### config.mk
export PLATFORM = sky130hd
export DESIGN_NAME = tpc_merge
export DESIGN_NICKNAME = d
export VERILOG_FILES = /design/src/hw/rtl/tpc_pkg.sv /design/src/hw/rtl/tpc_merge.sv
export SDC_FILE = /design/constraint.sdc
export NUM_CORES = 1
export LEC_CHECK = 0
export ABC_AREA = 1
export BUFFER_PORTS_ARGS = -buffer_cell sky130_fd_sc_hd__buf_2
export CAP_MARGIN = 25
export CORE_AREA = 2 2 302 304
export DETAILED_ROUTE_END_ITERATION = 12
export DIE_AREA = 0 0 304 306
export GPL_TIMING_DRIVEN = 1
export SLEW_MARGIN = 20
export SYNTH_ARGS = -nofsm -noshare
export SYNTH_HDL_FRONTEND = slang
export SYNTH_SLANG_ARGS = --single-unit
### constraint.sdc
create_clock -name i_clk -period 37.1 [get_ports i_clk]
set_input_delay 7.42 -clock i_clk [delete_from_list [all_inputs] [get_ports i_clk]]
set_output_delay 7.42 -clock i_clk [all_outputs]
set_load 0.1 [all_outputs]
### src/hw/rtl/tpc_pkg.sv
// Shared types and constants for the triangle plane clipper.
package tpc_pkg;

    localparam int CW        = 32;            // coordinate width, Q16.16
    localparam int DW        = 67;            // plane distance width, units of 2^-32
    localparam int QW        = 32;            // fraction bits of t
    localparam int DIST_LAT  = 3;             // distance lane stages
    localparam int ISECT_LAT = 1 + QW + 3;    // setup, divider, interpolation
    localparam int ADDR_W    = 5;

    typedef logic [CW-1:0]        t_coord;
    typedef logic [2:0][CW-1:0]   t_vtx;      // [0] x, [1] y, [2] z
    typedef logic signed [DW-1:0] t_dist;

    localparam logic [1:0] CNT_NONE = 2'd0;
    localparam logic [1:0] CNT_ONE  = 2'd1;
    localparam logic [1:0] CNT_TWO  = 2'd2;
    localparam logic [1:0] CNT_ALL  = 2'd3;

    typedef struct packed {
        logic       vld;
        logic [1:0] cnt;
    } t_meta;

    localparam logic [2:0] REG_PP_X = 3'd0;
    localparam logic [2:0] REG_PP_Y = 3'd1;
    localparam logic [2:0] REG_PP_Z = 3'd2;
    localparam logic [2:0] REG_PN_X = 3'd3;
    localparam logic [2:0] REG_PN_Y = 3'd4;
    localparam logic [2:0] REG_PN_Z = 3'd5;

endpackage

### src/hw/rtl/tpc_merge.sv
// Merge of both lanes into output triangles, one beat per cycle.
module tpc_merge
    import tpc_pkg::*;
(
    input  logic  i_clk,
    input  logic  i_rst_n,
    input  t_meta i_meta,
    input  t_vtx  i_l0_s,
    input  t_vtx  i_l0_e,
    input  t_vtx  i_l0_x,
    input  t_vtx  i_l1_s,
    input  t_vtx  i_l1_x,
    output logic  o_valid,
    output t_vtx  o_a,
    output t_vtx  o_b,
    output t_vtx  o_c,
    output logic  o_last
);

    logic r_valid, n_valid, r_last, n_last, r_pend, n_pend;
    t_vtx r_a, n_a, r_b, n_b, r_c, n_c;
    t_vtx r_pa, n_pa, r_pb, n_pb, r_pc, n_pc;

    always_comb begin
        n_valid = 1'b0;
        n_last  = r_last;
        n_pend  = 1'b0;
        n_a = r_a;  n_b = r_b;  n_c = r_c;
        n_pa = r_pa; n_pb = r_pb; n_pc = r_pc;
        if (r_pend) begin
            n_valid = 1'b1;
            n_last  = 1'b1;
            n_a = r_pa; n_b = r_pb; n_c = r_pc;
        end
        if (i_meta.vld) begin
            case (i_meta.cnt)
                CNT_ALL: begin
                    n_valid = 1'b1; n_last = 1'b1;
                    n_a = i_l0_s; n_b = i_l0_e; n_c = i_l1_s;
                end
                CNT_ONE: begin
                    n_valid = 1'b1; n_last = 1'b1;
                    n_a = i_l0_s; n_b = i_l0_x; n_c = i_l1_x;
                end
                CNT_TWO: begin
                    n_valid = 1'b1; n_last = 1'b0;
                    n_a = i_l0_s; n_b = i_l1_s; n_c = i_l0_x;
                    n_pend = 1'b1;
                    n_pa = i_l1_s; n_pb = i_l0_x; n_pc = i_l1_x;
                end
                default: begin
                end
            endcase
        end
    end

    always_ff @(posedge i_clk) begin
        if (!i_rst_n) begin
            r_valid <= 1'b0;
            r_pend  <= 1'b0;
        end else begin
            r_valid <= n_valid;
            r_pend  <= n_pend;
        end
        r_last <= n_last;
        r_a <= n_a;  r_b <= n_b;  r_c <= n_c;
        r_pa <= n_pa; r_pb <= n_pb; r_pc <= n_pc;
    end

    assign o_valid = r_valid;
    assign o_a     = r_a;
    assign o_b     = r_b;
    assign o_c     = r_c;
    assign o_last  = r_last;

endmodule

* After elaboration in Yosys (flattened, before gate mapping)
Cells that the tools add are included.
** Storage, ports and cells
- Register bits :: 579
- Logic and storage cells :: 44
** Operators by class
- Equal/unequal tests :: 3
- Mux-type cells :: 16
- Reduce and logical (&&, ||, !) cells :: 4
** Operator list (number)
- $mux 96 :: 7
- $pmux 96 s3 :: 2
- $mux 1 :: 6
- $eq 2x2->1 const B :: 2
- $reduce_and 2->1 :: 2
- $reduce_or 3->1 :: 1
- $eq 2x1->1 const B :: 1
- $pmux 1 s2 :: 1
- $reduce_or 2->1 :: 1

* Logic depth before layout (Yosys ltp)
- Depth after elaboration :: 4
- Depth in mapped cells :: 8
- Depth with buffers taken out :: 5

* Worst setup path after synthesis
No wires, ideal clock.
- Path kind :: input-to-reg
- Start point :: in i_meta[0] in the netlist's numbering
- End point :: reg r_pa[0] in the netlist's numbering (enable)
- Setup time :: 0.943 ns
- Arrival time :: 19.857 ns
- Data required time :: 36.157 ns
- Setup slack :: 16.301 ns
- Stages on the path :: 4
- Path buffers :: 3
- Cells stage by stage :: buf_2 > buf_2 > buf_2 > nor2_1
** Between the ends
- Longest elaborated chain between the ends :: 2
** RTL lines
- start, declared :: line tpc_merge.sv:7 : input t_meta i_meta,
- $eq 2x2->1 :: line tpc_merge.sv:36 : case (i_meta.cnt)
- $reduce_and 2->1 (no line)
- end signal, assigned :: line tpc_merge.sv:67 : r_pa <= n_pa; r_pb <= n_pb; r_pc <= n_pc;
- end, declared :: line tpc_merge.sv:22 : t_vtx r_pa, n_pa, r_pb, n_pb, r_pc, n_pc;
No other way between the ends.
A chain may end at the register's enable or synchronous reset.

==> flow_summary_export.csv <==
group,metric,value,unit
outcome,outcome,"finished clean",
yosys,synth_top_family_by_area,"simple AND/OR/NAND/NOR gates",
sta,finClkSkew,0.01940,ns
yosys,syn_area,0.02626,sq mm
yosys,synthMuxAreaShare,0,%
floorplan,die_h,306,microns
critical_path,critical_path_class,"input pin to register",
global_routing,grt_usage,19.84,%
final_layout,syn2layout_area_growth,26.27,%
cts,post_cts_buffers,0,
yosys,postSynthCellCount,3514,
critical_path,cp-end-kind,"register",
yosys,synth_top_area_share,32.94,%
floorplan,ios,775,
global_routing,grt_max_degree,129,
worst_hold_path,worst_hold_path_type,"register to register",
cts,cts-htree-levels,3,
floorplan,rows,110,
floorplan,die_x,304,microns
sta,finalHoldViolCount,0,
yosys,yosysSeqAreaShare,55.13,%
sta,drv_slew,0,
global_routing,grt_pass1_wl,143.8,mm
yosys,yosysTopAreaCell,"edfxtp_1",
critical_path,worst-path-max-fanout,84,
routing,drc,0,
pwr,clock_power_share,33.5,%
pwr,p_comb_share,29.7,%
critical_path,worstPathArrival,11.44,ns
cts,clockRootBuffer,"clkbuf_16",
routing,ant_nets,0,
yosys,synth_cell_types,15,
yosys,synthArstFlopShare,0,%
yosys,ys_top_cells_by_area,"edfxtp_1 33%, nand2_1 25%, dfxtp_1 22%",
flow_run,drv_cap,0,
sta,setup_viol,0,
cts,cts_made_buffers,69,
floorplan,core-area,0.08960,sq mm
pwr,p_total,2.091,mW
routing,wl_per_cell,17.79,microns
placement,gp_congestion,0.8598,
yosys,synth_simple_gate_area_share,40.39,%
critical_path,worst_path_largest_cell_delay,0.81,ns
critical_path,required,37.60,ns
cts,clkLatencyLatePin,0.61,ns
floorplan,start_util,29.30,%
yosys,ys_ff_latch,579,
yosys,syn_avg_cell_area,7.472,sq um
yosys,synth_fa_ha_area_share,0,%
placement,post-place-ws,25.60,ns
cts,cts_hold_buf,0,
yosys,synth_ff_type,"dfxtp_1",
routing,drtPass1Iterations,6,
routing,wl_met2,44.59,mm
global_routing,grt_overflow_total,0,
cts,clkSinkCount,579,
pwr,swShare,39.47,%
pwr,p_int,1.266,mW
yosys,synthXorXnorAreaFrac,0,%
yosys,synth_compound_area_share,0.03812,%
final_layout,nets,4641,
critical_path,path_cells,"clkbuf_8, nand2_1, nand2_8, buf_4, buf_4, buf_4, nand2_1, nor2_1, nor2_1",
sta,layout_setup_ws,26.16,ns
sta,tns,0,ns
critical_path,cpMaxStageDelayCell,"buf_4",
yosys,syn_nets,3999,
routing,wl_met1,40.57,mm
routing,vias_per_cell,4.621,
cts,clk_pin_slew,0.06,ns
sta,worstMarginPinSlew,1.079,ns
sta,fmax,91.41,MHz
yosys,synth_warnings,0,
sta,slew_headroom,28.08,%
cts,cts_tree,"done",
sta,rsz0062_at_grt,"no",
final_layout,drive_gt1_share,21.82,%
yosys,yosysMostFrequentCell,"nand2_1",
critical_path,reg2reg_setup_slack,34.00,ns
yosys,ys_top_cells_by_count,"1730 x nand2_1, 578 x nor2_1, 384 x nand3_1",
routing,routed.top_layer,"met5",
pwr,netSwitchingPower,0.8254,mW
routing,route.met3.wl,7.599,mm
critical_path,crit_path_start_kind,"input pin",
yosys,synth_edf_count,288,
global_routing,antenna_found_initial,38,
critical_path,crit_path_frequent_cell,"buf_4",
routing,vias,24990,
pwr,power_density,63.07,mW/mm^2
pwr,ir_drop,35.86,uV
pwr,p_leak,16.26,nW
routing,wirelength,96.19,mm
sta,period_needed,10.94,ns
floorplan,fp.dieArea,0.09302,sq mm
global_routing,grt_pass1_vias,23300,
placement,numPortBuffers,774,
routing,drtIter0Drc,1879,
sta,post-route-period-util,29.49,%
cts,cts_resized,0,
placement,dp_hpwl,64.65,mm
pwr,p_seq_share,36.7,%
cts,clk_path_buf_depth,3,
## cells in the final DEF (no fill, tap or decap), drive strengths merged
| cell | netlist | layout |
|---|---|---|
| buf | 184 | 803 |
| bufinv | 0 | 5 |
| clkbuf | 49 | 104 |
| clkinv | 0 | 15 |
| clkinvlp | 0 | 1 |
| dfxtp | 291 | 291 |
| diode | 0 | 19 |
| edfxtp | 288 | 288 |
| inv | 5 | 8 |
| nand2 | 1732 | 1732 |
| nand3 | 384 | 384 |
| nor2 | 578 | 578 |
| nor3b | 1 | 1 |
| o21ai | 2 | 2 |
## layer usage
layer  track usage [%]  up-vias
met5                 0        -
met4             7.717       30
met3             5.627      190
met2             31.97      938
li1                  -    12410
met1             25.14    11420
## path summary, 6_finish.rpt
kind | from | endpoint | cells after the start
setup / recovery | i_meta[1] | o_b[37] | 9
hold reg to reg | r_pa[8] | o_a[8] | 4
setup reg to reg | r_pend | o_b[52] | 7
hold / removal | r_pa[8] | o_a[8] | 4
## worst max-delay path: cells and delay by family
kind / cells / cell delay (ns)
and+or+nand+nor: 5 / 0.98
buffers and inverters: 4 / 2.83
## cell type report
cell class / instances / area (sq um)
inverter: 5 / 36.28
timing repair buffer: 804 / 4118
fill: 9482 / 56440
antenna: 19 / 47.55
multi-input combinational: 2697 / 10650
tap: 1176 / 1471
sequential: 579 / 14480
clock inverter: 24 / 295.3
clock buffer: 103 / 2058
## cells by family after synthesis
logic type             Yosys count
AO/OA/AOI/OAI                    2
AND/OR/NAND/NOR               2695
buffers and inverters          238
flip-flops                     579
## flip-flops by register name (all words and copies together) (netlist names)
register  flops
o_b          96
r_pend        1
o_last        1
r_pb         96
o_c          96
o_valid       1
r_pc         96
o_a          96
r_pa         96
## power by group through the flow
| stage | Combinational (mW) | Sequential [mW] | Clock (mW) |
|---|---|---|---|
| after global routing | 0.656 | 0.775 | 0.745 |
| after floorplan | 0.141 | 1.13 | 0 |
| after CTS | 0.623 | 0.768 | 0.720 |
| after detailed placement | 0.622 | 0.781 | 0 |
| after global placement | 0.620 | 0.780 | 0 |
| final | 0.622 | 0.768 | 0.702 |
## through the flow
step / hold WS (ns) / utilization, % / instance area (sq um) / cells
final: 0.5243 / 37.00 / 33150 / 5407
after global routing: 0.5542 / 36.99 / 33140 / 5402
after CTS: 0.5243 / 36.95 / 33110 / 5388
after detailed placement: 0.5137 / 34.32 / 30750 / 5261
after global placement: 0.5094 / 34.32 / 30750 / 5261
after floorplan: 0.5018 / - / 26260 / 3514
Power figures use the tool's default switching activity.
